<file path="config.mk">
export PLATFORM = sky130hd
export DESIGN_NAME = twr_anchor_ranging_responder
export DESIGN_NICKNAME = d
export VERILOG_FILES = /design/src/twr_pkg.sv /design/src/twr_ctrl.sv /design/src/twr_dp.sv /design/src/twr_anchor_ranging_responder.sv
export SDC_FILE = /design/constraint.sdc
export NUM_CORES = 2
export LEC_CHECK = 0
export BUFFER_PORTS_ARGS = -buffer_cell sky130_fd_sc_hd__buf_2
export CORE_MARGIN = 2
export CORE_UTILIZATION = 40
export CTS_CLUSTER_SIZE = 24
export DETAILED_ROUTE_END_ITERATION = 7
export MAX_ROUTING_LAYER = met4
export SLEW_MARGIN = 10
export SYNTH_ARGS = -nofsm -noshare
export SYNTH_HDL_FRONTEND = slang
export SYNTH_SLANG_ARGS = --single-unit
</file>
<file path="constraint.sdc">
create_clock -name clk_i -period 9.05 [get_ports clk_i]
set_clock_uncertainty 0.15 [all_clocks]
set_input_delay 0.4525 -clock clk_i [delete_from_list [all_inputs] [get_ports clk_i]]
set_output_delay 0.4525 -clock clk_i [all_outputs]
set_load 0.02 [all_outputs]
</file>
<file path="src/twr_pkg.sv">
// Shared constants and controller/datapath interface types for the ranging responder.
// No dependencies; every other file in src imports this package.
package twr_pkg;

  localparam int unsigned STAMP_BITS_DEF = 40;
  localparam int unsigned ANCHOR_SLOTS   = 4;
  localparam int unsigned TOF_BITS       = 40;
  localparam int unsigned MUL_STEPS      = 8;

  localparam logic [1:0]  FUNC_FRAME   = 2'd0;
  localparam logic [1:0]  FUNC_TX_DONE = 2'd1;
  localparam logic [1:0]  FUNC_TICK    = 2'd2;

  localparam logic [7:0]  MSG_POLL  = 8'd0;
  localparam logic [7:0]  MSG_RANGE = 8'd2;

  localparam logic [1:0]  KIND_ACK    = 2'd0;
  localparam logic [1:0]  KIND_REPORT = 2'd1;
  localparam logic [1:0]  KIND_FAILED = 2'd2;

  localparam logic [7:0]  ID_BASE = 8'hA0;

  localparam logic        REG_ANCHOR_INDEX = 1'b0;
  localparam logic        REG_IDLE_TIMEOUT = 1'b1;

  localparam logic [1:0]  ANCHOR_RESET  = 2'd1;
  localparam logic [15:0] TIMEOUT_RESET = 16'd300;

  typedef struct packed {
    logic       accept;
    logic       prep;
    logic       mul_en;
    logic [2:0] mul_step;
    logic       acc_en;
    logic       abs_en;
    logic       div_en;
    logic       fin_en;
    logic       fail_en;
    logic       out_load;
  } twr_cmd_t;

  typedef struct packed {
    logic ev_result;
    logic ev_compute;
    logic sum_zero;
  } twr_status_t;

endpackage

</file>
<file path="src/twr_ctrl.sv">
// Sequencing controller: request handshake, compute sequence and output register valid.
// Depends on twr_pkg; drives commands into twr_dp and reads its status.
module twr_ctrl import twr_pkg::*; #(
  parameter int unsigned STAMP_BITS = STAMP_BITS_DEF
) (
  input  logic        clk_i,
  input  logic        rst_ni,
  input  logic        in_valid_i,
  output logic        in_ready_o,
  input  logic        out_ready_i,
  output logic        out_valid_o,
  input  twr_status_t status_i,
  output twr_cmd_t    cmd_o
);

  localparam int unsigned DIV_STEPS = 2 * STAMP_BITS;
  localparam int unsigned CW        = $clog2(DIV_STEPS + 1);

  localparam logic [2:0] S_IDLE = 3'd0;
  localparam logic [2:0] S_PREP = 3'd1;
  localparam logic [2:0] S_CHK  = 3'd2;
  localparam logic [2:0] S_MUL  = 3'd3;
  localparam logic [2:0] S_ABS  = 3'd4;
  localparam logic [2:0] S_DIV  = 3'd5;
  localparam logic [2:0] S_FIN  = 3'd6;
  localparam logic [2:0] S_HOLD = 3'd7;

  logic [2:0]    state_q, state_d;
  logic [CW-1:0] cnt_q, cnt_d;
  logic          out_valid_q, out_valid_d;

  always_comb begin
    state_d      = state_q;
    cnt_d        = cnt_q;
    cmd_o        = '0;
    in_ready_o   = 1'b0;
    cmd_o.mul_step = cnt_q[2:0];
    unique case (state_q)
      S_IDLE: begin
        in_ready_o   = 1'b1;
        cmd_o.accept = in_valid_i;
        if (in_valid_i) begin
          if (status_i.ev_result) begin
            state_d = S_HOLD;
          end else if (status_i.ev_compute) begin
            state_d = S_PREP;
          end
        end
      end
      S_PREP: begin
        cmd_o.prep = 1'b1;
        state_d    = S_CHK;
      end
      S_CHK: begin
        cnt_d = '0;
        if (status_i.sum_zero) begin
          cmd_o.fail_en = 1'b1;
          state_d       = S_HOLD;
        end else begin
          state_d = S_MUL;
        end
      end
      S_MUL: begin
        cmd_o.mul_en = (cnt_q < CW'(MUL_STEPS));
        cmd_o.acc_en = (cnt_q != '0);
        cnt_d        = cnt_q + CW'(1);
        if (cnt_q == CW'(MUL_STEPS)) begin
          state_d = S_ABS;
        end
      end
      S_ABS: begin
        cmd_o.abs_en = 1'b1;
        cnt_d        = '0;
        state_d      = S_DIV;
      end
      S_DIV: begin
        cmd_o.div_en = 1'b1;
        cnt_d        = cnt_q + CW'(1);
        if (cnt_q == CW'(DIV_STEPS - 1)) begin
          state_d = S_FIN;
        end
      end
      S_FIN: begin
        cmd_o.fin_en = 1'b1;
        state_d      = S_HOLD;
      end
      S_HOLD: begin
        if (!out_valid_q || out_ready_i) begin
          cmd_o.out_load = 1'b1;
          state_d        = S_IDLE;
        end
      end
      default: state_d = S_IDLE;
    endcase
  end

  always_comb begin
    out_valid_d = out_valid_q;
    if (cmd_o.out_load) begin
      out_valid_d = 1'b1;
    end else if (out_ready_i) begin
      out_valid_d = 1'b0;
    end
  end

  always_ff @(posedge clk_i or negedge rst_ni) begin
    if (!rst_ni) begin
      state_q     <= S_IDLE;
      cnt_q       <= '0;
      out_valid_q <= 1'b0;
    end else begin
      state_q     <= state_d;
      cnt_q       <= cnt_d;
      out_valid_q <= out_valid_d;
    end
  end

  assign out_valid_o = out_valid_q;

endmodule

</file>
<file path="src/twr_dp.sv">
// Datapath: configuration, exchange state, interval capture, split multiplier,
// signed accumulator, restoring divider and result/output registers. Depends on twr_pkg.
module twr_dp import twr_pkg::*; #(
  parameter int unsigned STAMP_BITS = STAMP_BITS_DEF
) (
  input  logic                  clk_i,
  input  logic                  rst_ni,
  input  logic                  cfg_we_i,
  input  logic                  cfg_idx_i,
  input  logic [15:0]           cfg_data_i,
  input  logic [1:0]            func_i,
  input  logic [7:0]            msg_id_i,
  input  logic [STAMP_BITS-1:0] local_time_i,
  input  logic [STAMP_BITS-1:0] tag_poll_sent_i,
  input  logic [STAMP_BITS-1:0] tag_range_sent_i,
  input  logic [STAMP_BITS-1:0] ack_rx_slot0_i,
  input  logic [STAMP_BITS-1:0] ack_rx_slot1_i,
  input  logic [STAMP_BITS-1:0] ack_rx_slot2_i,
  input  logic [STAMP_BITS-1:0] ack_rx_slot3_i,
  input  twr_cmd_t              cmd_i,
  output twr_status_t           status_o,
  output logic [1:0]            tx_kind_o,
  output logic [7:0]            source_id_o,
  output logic [TOF_BITS-1:0]   flight_time_o
);

  localparam int unsigned SB = STAMP_BITS;
  localparam int unsigned H  = (SB + 1) / 2;
  localparam int unsigned PW = 2 * H;
  localparam int unsigned AW = 2 * SB + 1;
  localparam int unsigned DW = 2 * SB;
  localparam int unsigned RW = SB + 2;

  logic [1:0]  anchor_q;
  logic [15:0] timeout_q;

  logic          expect_q, expect_d;
  logic          err_q, err_d;
  logic          last_ack_q, last_ack_d;
  logic [15:0]   idle_q, idle_d;
  logic [SB-1:0] poll_rx_q, poll_rx_d;
  logic [SB-1:0] ack_tx_q, ack_tx_d;

  logic [SB-1:0] rnd1_q, rnd2_q, rep1_q, rep2_q;
  logic [RW-1:0] sum_q;
  logic [PW-1:0] pp_q;
  logic [1:0]    pp_sh_q;
  logic          pp_neg_q;
  logic [AW-1:0] acc_q;
  logic [DW-1:0] dvd_q;
  logic [RW-1:0] rem_q;
  logic [TOF_BITS-1:0] quo_q;
  logic          neg_q;

  logic [1:0]          res_kind_q, out_kind_q;
  logic [7:0]          res_src_q, out_src_q;
  logic [TOF_BITS-1:0] res_tof_q, out_tof_q;

  logic [7:0]    src_id;
  logic [1:0]    slot;
  logic [SB-1:0] ack_rx;
  logic          is_frame, err_n;
  logic [15:0]   idle_inc;

  logic [SB-1:0] ma, mb;
  logic [H-1:0]  ah, bh;
  logic [PW-1:0] pp_d;
  logic [AW-1:0] term;
  logic [RW:0]   rs;
  logic          ge;

  assign src_id = ID_BASE + {6'd0, anchor_q};

  always_comb begin
    slot = anchor_q;
    if ({1'b0, anchor_q} >= 3'(ANCHOR_SLOTS)) begin
      slot = 2'(ANCHOR_SLOTS - 1);
    end
    case (slot)
      2'd0:    ack_rx = ack_rx_slot0_i;
      2'd1:    ack_rx = ack_rx_slot1_i;
      2'd2:    ack_rx = ack_rx_slot2_i;
      default: ack_rx = ack_rx_slot3_i;
    endcase
  end

  assign is_frame = (func_i == FUNC_FRAME);
  assign err_n    = err_q || (msg_id_i != (expect_q ? MSG_RANGE : MSG_POLL));
  assign idle_inc = (idle_q != 16'hFFFF) ? idle_q + 16'd1 : idle_q;

  assign status_o.ev_result  = is_frame &&
                               ((msg_id_i == MSG_POLL) || ((msg_id_i == MSG_RANGE) && err_n));
  assign status_o.ev_compute = is_frame && (msg_id_i == MSG_RANGE) && !err_n;
  assign status_o.sum_zero   = (sum_q == '0);

  always_comb begin
    expect_d   = expect_q;
    err_d      = err_q;
    last_ack_d = last_ack_q;
    idle_d     = idle_q;
    poll_rx_d  = poll_rx_q;
    ack_tx_d   = ack_tx_q;
    if (cmd_i.accept) begin
      case (func_i)
        FUNC_TICK: begin
          if (idle_inc > timeout_q) begin
            expect_d = 1'b0;
            idle_d   = '0;
          end else begin
            idle_d = idle_inc;
          end
        end
        FUNC_TX_DONE: begin
          if (last_ack_q) begin
            ack_tx_d = local_time_i;
            idle_d   = '0;
          end
        end
        FUNC_FRAME: begin
          err_d = err_n;
          if (msg_id_i == MSG_POLL) begin
            err_d      = 1'b0;
            poll_rx_d  = local_time_i;
            expect_d   = 1'b1;
            last_ack_d = 1'b1;
            idle_d     = '0;
          end else if (msg_id_i == MSG_RANGE) begin
            expect_d   = 1'b0;
            idle_d     = '0;
            last_ack_d = 1'b0;
          end
        end
        default: ;
      endcase
    end
  end

  always_ff @(posedge clk_i or negedge rst_ni) begin
    if (!rst_ni) begin
      anchor_q   <= ANCHOR_RESET;
      timeout_q  <= TIMEOUT_RESET;
      expect_q   <= 1'b0;
      err_q      <= 1'b0;
      last_ack_q <= 1'b0;
      idle_q     <= '0;
      poll_rx_q  <= '0;
      ack_tx_q   <= '0;
    end else begin
      if (cfg_we_i) begin
        unique case (cfg_idx_i)
          REG_ANCHOR_INDEX: anchor_q  <= cfg_data_i[1:0];
          REG_IDLE_TIMEOUT: timeout_q <= cfg_data_i;
          default: ;
        endcase
      end
      expect_q   <= expect_d;
      err_q      <= err_d;
      last_ack_q <= last_ack_d;
      idle_q     <= idle_d;
      poll_rx_q  <= poll_rx_d;
      ack_tx_q   <= ack_tx_d;
    end
  end

  always_comb begin
    ma   = cmd_i.mul_step[2] ? rep1_q : rnd1_q;
    mb   = cmd_i.mul_step[2] ? rep2_q : rnd2_q;
    ah   = cmd_i.mul_step[1] ? H'(ma >> H) : ma[H-1:0];
    bh   = cmd_i.mul_step[0] ? H'(mb >> H) : mb[H-1:0];
    pp_d = PW'(ah) * PW'(bh);
    case (pp_sh_q)
      2'd0:    term = AW'(pp_q);
      2'd1:    term = AW'(pp_q) << H;
      default: term = AW'(pp_q) << (2 * H);
    endcase
    rs = {rem_q, dvd_q[DW-1]};
    ge = (rs >= {1'b0, sum_q});
  end

  always_ff @(posedge clk_i) begin
    if (cmd_i.accept) begin
      rnd1_q <= ack_rx - tag_poll_sent_i;
      rep1_q <= ack_tx_q - poll_rx_q;
      rnd2_q <= local_time_i - ack_tx_q;
      rep2_q <= tag_range_sent_i - ack_rx;
      if (msg_id_i == MSG_POLL) begin
        res_kind_q <= KIND_ACK;
        res_src_q  <= src_id;
      end else begin
        res_kind_q <= KIND_FAILED;
        res_src_q  <= '0;
      end
      res_tof_q <= '0;
    end
    if (cmd_i.prep) begin
      sum_q <= RW'(rnd1_q) + RW'(rnd2_q) + RW'(rep1_q) + RW'(rep2_q);
      acc_q <= '0;
    end
    if (cmd_i.mul_en) begin
      pp_q     <= pp_d;
      pp_sh_q  <= {1'b0, cmd_i.mul_step[1]} + {1'b0, cmd_i.mul_step[0]};
      pp_neg_q <= cmd_i.mul_step[2];
    end
    if (cmd_i.acc_en) begin
      acc_q <= pp_neg_q ? acc_q - term : acc_q + term;
    end
    if (cmd_i.abs_en) begin
      dvd_q <= acc_q[AW-1] ? DW'(-acc_q) : DW'(acc_q);
      neg_q <= acc_q[AW-1];
      rem_q <= '0;
      quo_q <= '0;
    end
    if (cmd_i.div_en) begin
      rem_q <= ge ? RW'(rs - {1'b0, sum_q}) : RW'(rs);
      dvd_q <= dvd_q << 1;
      quo_q <= {quo_q[TOF_BITS-2:0], ge};
    end
    if (cmd_i.fail_en) begin
      res_kind_q <= KIND_FAILED;
      res_src_q  <= '0;
      res_tof_q  <= '0;
    end
    if (cmd_i.fin_en) begin
      res_kind_q <= KIND_REPORT;
      res_src_q  <= src_id;
      res_tof_q  <= neg_q ? -quo_q : quo_q;
    end
    if (cmd_i.out_load) begin
      out_kind_q <= res_kind_q;
      out_src_q  <= res_src_q;
      out_tof_q  <= res_tof_q;
    end
  end

  assign tx_kind_o     = out_kind_q;
  assign source_id_o   = out_src_q;
  assign flight_time_o = out_tof_q;

endmodule

</file>
<file path="src/twr_anchor_ranging_responder.sv">
// Anchor-side two-way ranging responder: top level joining twr_ctrl and twr_dp.
// Depends on twr_pkg, twr_ctrl and twr_dp.
//
// Takes one event per request: a received frame, a transmit-done or a millisecond tick.
// Ticks, transmit-done and frames other than POLL/RANGE yield no frame. A POLL yields a
// poll acknowledgement. A RANGE that fails (error seen or all intervals zero) yields a
// failure frame; a good RANGE computes (round1*round2 - reply1*reply2) / (sum of
// intervals) with an eight-step half-width multiplier and a one-bit-per-cycle divider.
// Events are accepted while a finished result waits at the output, but not while a
// RANGE computes or a new result waits to be loaded. Configuration is written through
// cfg_we_i/cfg_idx_i/cfg_data_i; the user must write it only while no request is in
// flight, as the block does not enforce this.
module twr_anchor_ranging_responder import twr_pkg::*; #(
  parameter int unsigned STAMP_BITS = STAMP_BITS_DEF
) (
  input  logic                  clk_i,
  input  logic                  rst_ni,
  input  logic                  cfg_we_i,
  input  logic                  cfg_idx_i,
  input  logic [15:0]           cfg_data_i,
  input  logic                  in_valid_i,
  output logic                  in_ready_o,
  input  logic [1:0]            func_i,
  input  logic [7:0]            msg_id_i,
  input  logic [STAMP_BITS-1:0] local_time_i,
  input  logic [STAMP_BITS-1:0] tag_poll_sent_i,
  input  logic [STAMP_BITS-1:0] tag_range_sent_i,
  input  logic [STAMP_BITS-1:0] ack_rx_slot0_i,
  input  logic [STAMP_BITS-1:0] ack_rx_slot1_i,
  input  logic [STAMP_BITS-1:0] ack_rx_slot2_i,
  input  logic [STAMP_BITS-1:0] ack_rx_slot3_i,
  output logic                  out_valid_o,
  input  logic                  out_ready_i,
  output logic [1:0]            tx_kind_o,
  output logic [7:0]            source_id_o,
  output logic [TOF_BITS-1:0]   flight_time_o
);

  twr_cmd_t    cmd;
  twr_status_t status;

  twr_ctrl #(
    .STAMP_BITS (STAMP_BITS)
  ) u_ctrl (
    .clk_i       (clk_i),
    .rst_ni      (rst_ni),
    .in_valid_i  (in_valid_i),
    .in_ready_o  (in_ready_o),
    .out_ready_i (out_ready_i),
    .out_valid_o (out_valid_o),
    .status_i    (status),
    .cmd_o       (cmd)
  );

  twr_dp #(
    .STAMP_BITS (STAMP_BITS)
  ) u_dp (
    .clk_i            (clk_i),
    .rst_ni           (rst_ni),
    .cfg_we_i         (cfg_we_i),
    .cfg_idx_i        (cfg_idx_i),
    .cfg_data_i       (cfg_data_i),
    .func_i           (func_i),
    .msg_id_i         (msg_id_i),
    .local_time_i     (local_time_i),
    .tag_poll_sent_i  (tag_poll_sent_i),
    .tag_range_sent_i (tag_range_sent_i),
    .ack_rx_slot0_i   (ack_rx_slot0_i),
    .ack_rx_slot1_i   (ack_rx_slot1_i),
    .ack_rx_slot2_i   (ack_rx_slot2_i),
    .ack_rx_slot3_i   (ack_rx_slot3_i),
    .cmd_i            (cmd),
    .status_o         (status),
    .tx_kind_o        (tx_kind_o),
    .source_id_o      (source_id_o),
    .flight_time_o    (flight_time_o)
  );

  a_no_overwrite: assert property (@(posedge clk_i) disable iff (!rst_ni)
    cmd.out_load |-> (!out_valid_o || out_ready_i))
    else $error("output register loaded while holding an untaken result");

  a_busy_after_range: assert property (@(posedge clk_i) disable iff (!rst_ni)
    (cmd.accept && status.ev_compute) |=> !in_ready_o)
    else $error("request accepted during ranging computation");

  a_one_phase: assert property (@(posedge clk_i) disable iff (!rst_ni)
    $onehot0({cmd.accept, cmd.prep, cmd.abs_en, cmd.div_en, cmd.fin_en, cmd.fail_en,
              cmd.out_load}))
    else $error("overlapping datapath phases");

  a_fail_on_zero: assert property (@(posedge clk_i) disable iff (!rst_ni)
    cmd.fail_en |-> status.sum_zero)
    else $error("range failed without zero divisor");

endmodule

</file>
==> metrics list <==
- Area fraction of the dominant cell type after synthesis: 0.259
* Deepest clock path buffer count: 3
* Setup CP Type: flop to flop
- After routing, the total negative slack on setup checks comes to 0 ns.
* Final-report max-slew violation count: 0
- The floorplan has 149 rows.
- Slew of the pin with the lowest slew margin: 1.14 ns
- STA puts the critical path data required time at 9.37 ns.
* Area grow syn2layout: 11.7%
* Instance count of the mapped netlist: 7383
* Async set or reset register ratio after synthesis: 0.181
* Post-layout instance area: 74600 um^2
- Clock Tree Root: sky130_fd_sc_hd__clkbuf_16
- The synthesized design contains 707 register bits.
- Max Freq: 0.116 GHz
* Clock tree from TritonCTS: yes
* Clock-pin slew of the registers on the worst-case setup and hold paths: 0.07 ns
- The first global-routing pass estimated 336 mm of wire.
- 364 I/O pins were placed.
* Total of endpoints with negative setup slack in the final report: 0
- The detail route stage leaves a number of antenna-violating nets equal to 0.
- Remaining routing DRC violations: 0
- Measured against its own limit, the worst slew margin works out to 0.238.
* Kind of start point of the critical path: flop
* Leak pwr: 34.0 nW
- Count leader, synth: sky130_fd_sc_hd__inv_1
* Worst R2R Path Depth: 25
- Setup repair after global routing left no endpoint under its margin.
- Top cells by count, synth: 872 x sky130_fd_sc_hd__inv_1, 764 x sky130_fd_sc_hd__nor2_1, 668 x sky130_fd_sc_hd__nand2_1
- The final number of hold-violating endpoints came to 0.
* Type of element capturing the critical path: flop
- For this block, the initial DRC count from the detailed router was 3802.
- Average wire per cell in the routed design: 22.4 um
* Crit Reg-Reg Startpoint: u_ctrl.cnt_q[0]
* Destination of the worst register-to-register timing path: u_dp.pp_q[38]
- For this run, the number of Yosys warnings is 0.
* Final layout net count: 8920
- Sorting the synthesized cells by area gives the leading types as sky130_fd_sc_hd__edfxtp_1 26%, sky130_fd_sc_hd__fa_1 11%, sky130_fd_sc_hd__ha_1 9.9%, sky130_fd_sc_hd__inv_1 4.9%, sky130_fd_sc_hd__dfrtp_1 4.6%.
* Initial antenna violation count: 2
- In this run the cell area measured after placement is 71100 um^2.
- The largest total area in the synthesized netlist belongs to sky130_fd_sc_hd__edfxtp_1.
- Worst setup endpoint: u_dp.pp_q[38]
- Synthesized area divided by synthesized cell count: 9.05 um^2
- Sum of routed wire length over all layers: 223 mm
- The netlist uses 88 different library cells.
- Post-layout power: 0.00810 W
- Of the available clock period, the critical path in the final layout requires 0.949.
* Post-CTS setup buffers: 0
* Count of clock tree sinks: 707
- The setup check on the worst reg-to-reg path leaves a slack of 0.46 ns.
- For this run, the total global-route usage over all layers was measured as 0.268.
* GRT Residual Overflow: 0
- Tmin final: 8.59 ns
* Later-pin clock latency in the skew report: 0.74 ns
* Number of enable-type register cells in the synthesized netlist: 576
- For this design the ratio of total power to cell area is 109 nW/um^2.
- First element of the critical path: u_ctrl.cnt_q[0]
* Flip-flop cell with the highest count after synthesis: sky130_fd_sc_hd__edfxtp_1
* Maximum number of pins on one net before global-route repair: 102
- The worst hold path belongs to the class input port to asynchronous set/reset pin.
* Initial cell density of the core: 0.404
* Post-Route Hold Slack: 0.0600 ns
- The die is 413 um tall.
* Total CTS buffers: 85
* X dimension of the die: 413 um
- Maximum vdd ir drop: 0.140 mV
* Arrival time reported for the critical path endpoint: 8.91 ns
* Status: finished, final reports clean
- In the routed layout, each cell is associated on average with a via count of 5.48.
- The share of the Yosys chip area taken by registers is 0.308.
- Port Buffer Count: 359
* Reported max-cap violation count: 0
- Global placement routability congestion: 1.05
- In this run the number of H-tree levels came out at 3.
- Final HPWL DP: 183 mm
- Combined area of all synthesized cells: 66800 um^2
- Of the cells placed in the final design, the portion with a size suffix greater than 1 is 0.0995.
- 1st-pass router iterations: 6
- The number of global-route vias before repair is 54700.
* Standard cell core area: 165000 um^2
* Total number of vias: 54600
- The floorplan step defined a die boundary enclosing 170000 um^2.
- Critical Path Fanout Max: 21
[report_power, final]
part	total, W	internal (W)	switching, W
clock	0.00345	0.00194	0.00151
sequential	0.00358	0.00356	0.0000261
combinational	0.00107	0.000467	0.000607
total	0.00810	0.00596	0.00214
[flip-flops by register name (all words and copies together), names as in the netlist, 3 cells and up]
register / count
u_dp.flight_time_o: 40
u_dp.rep2_q: 40
u_dp.res_tof_q: 40
u_dp.poll_rx_q: 40
u_dp.source_id_o: 3
u_dp.rem_q: 42
u_dp.sum_q: 42
u_ctrl.state_q: 3
u_dp.timeout_q: 16
u_dp.rnd2_q: 40
u_dp.rnd1_q: 40
u_dp.idle_q: 16
u_dp.pp_q: 40
u_dp.ack_tx_q: 40
u_dp.quo_q: 40
u_dp.rep1_q: 40
u_dp.acc_q: 81
u_dp.dvd_q: 80
u_ctrl.cnt_q: 7
u_dp.res_src_q: 3
[kinds of logic (layout without fill, tap and decap cells)]
| kind of cell | count (synthesis) | after routing | synth area share |
|---|---|---|---|
| AOI/OAI and AO/OA | 1721 | 1721 | 0.160 |
| xor gates and xnor gates | 545 | 545 | 0.0715 |
| adders and majority gates | 898 | 898 | 0.210 |
| buffers and inverters | 1168 | 1563 | 0.0660 |
| DFF | 707 | 707 | 0.308 |
| muxes | 160 | 160 | 0.0353 |
| other | 1 | 7 | 0.0000561 |
| and+or+nand+nor | 2183 | 2183 | 0.149 |
[placed cells by master (no fill, tap or decap), drive strengths merged, types with 123 or more instances in the layout]
| cell type | Yosys | final |
|---|---|---|
| buf | 31 | 462 |
| o21ai | 442 | 442 |
| dfrtp | 123 | 123 |
| ha | 530 | 530 |
| a21o | 226 | 226 |
| fa | 368 | 368 |
| nand2 | 668 | 668 |
| edfxtp | 576 | 576 |
| xnor2 | 308 | 308 |
| nor2 | 764 | 764 |
| a21oi | 530 | 530 |
| xor2 | 237 | 237 |
| inv | 872 | 878 |
[final cells by class]
type,count,area [um^2]
clock buffers,105,2250
multi-input cells,5511,41900
well taps,2189,2740
clock inverters,53,529
repair buffers,531,3320
diodes,3,7.51
fillers,16000,90700
flip-flops and latches,707,20600
inverters,874,3290
[worst min path at each step]
stage / startpoint / to / slack (ns) / cells after the start
4_1_cts: rst_ni / u_dp.ack_tx_q[28] / 0.006 / 3
6_report: rst_ni / u_dp.ack_tx_q[28] / 0.06 / 3
3_3_place_gp: rst_ni / u_dp.poll_rx_q[28] / 0.23 / 1
5_1_grt: rst_ni / u_dp.ack_tx_q[28] / 0.07 / 3
3_5_place_dp: rst_ni / u_dp.ack_tx_q[28] / 0.23 / 1
2_1_floorplan: rst_ni / u_ctrl.cnt_q[0] / 0.007 / 0
[worst max-delay path, cell delays in order (launching register included)]
cell and delay, ns:
sky130_fd_sc_hd__dfrtp_4 0.55, sky130_fd_sc_hd__buf_12 0.22, sky130_fd_sc_hd__mux4_2 0.75, sky130_fd_sc_hd__nor2_1 0.23, sky130_fd_sc_hd__fa_1 0.44, sky130_fd_sc_hd__inv_1 0.09
sky130_fd_sc_hd__fa_1 0.44, sky130_fd_sc_hd__fa_1 0.53, sky130_fd_sc_hd__inv_1 0.05, sky130_fd_sc_hd__fa_1 0.47, sky130_fd_sc_hd__fa_1 0.53, sky130_fd_sc_hd__fa_1 0.55
sky130_fd_sc_hd__inv_1 0.06, sky130_fd_sc_hd__fa_1 0.54, sky130_fd_sc_hd__inv_1 0.05, sky130_fd_sc_hd__ha_1 0.32, sky130_fd_sc_hd__and3_1 0.23, sky130_fd_sc_hd__nand2_1 0.10
sky130_fd_sc_hd__or3b_2 0.48, sky130_fd_sc_hd__o41ai_2 0.37, sky130_fd_sc_hd__o21ai_0 0.25, sky130_fd_sc_hd__buf_4 0.21, sky130_fd_sc_hd__a31oi_1 0.24, sky130_fd_sc_hd__o31a_1 0.19
sky130_fd_sc_hd__o21ai_0 0.10, sky130_fd_sc_hd__xor2_1 0.15
[metal layers]
| metal | vias up | GRT usage | routed length [um] |
|---|---|---|---|
| met3 | 368 | 0.0292 | 10600 |
| met2 | 1588 | 0.447 | 107000 |
| li1 | 26200 | - | - |
| met1 | 26500 | 0.333 | 95500 |
| met5 | - | - | 0 |
| met4 | 0 | 0.104 | 9910 |
[metrics by stage]
stage	setup WS, ns	util	std cells
after floorplan	0.0587	-	7386
after global placement	0.324	0.430	9742
after detailed placement	0.246	0.430	9742
after CTS	0.232	0.451	9970
after global routing	0.0627	0.451	9972
final	0.457	0.451	9973
[repair_timing]
item                       4_1_cts  5_1_grt
hold buffers                    70        0
hold endpoints to repair       138        0
setup endpoints to repair        0        4
gates resized for setup          0        5
Power figures use the tool's default switching activity.
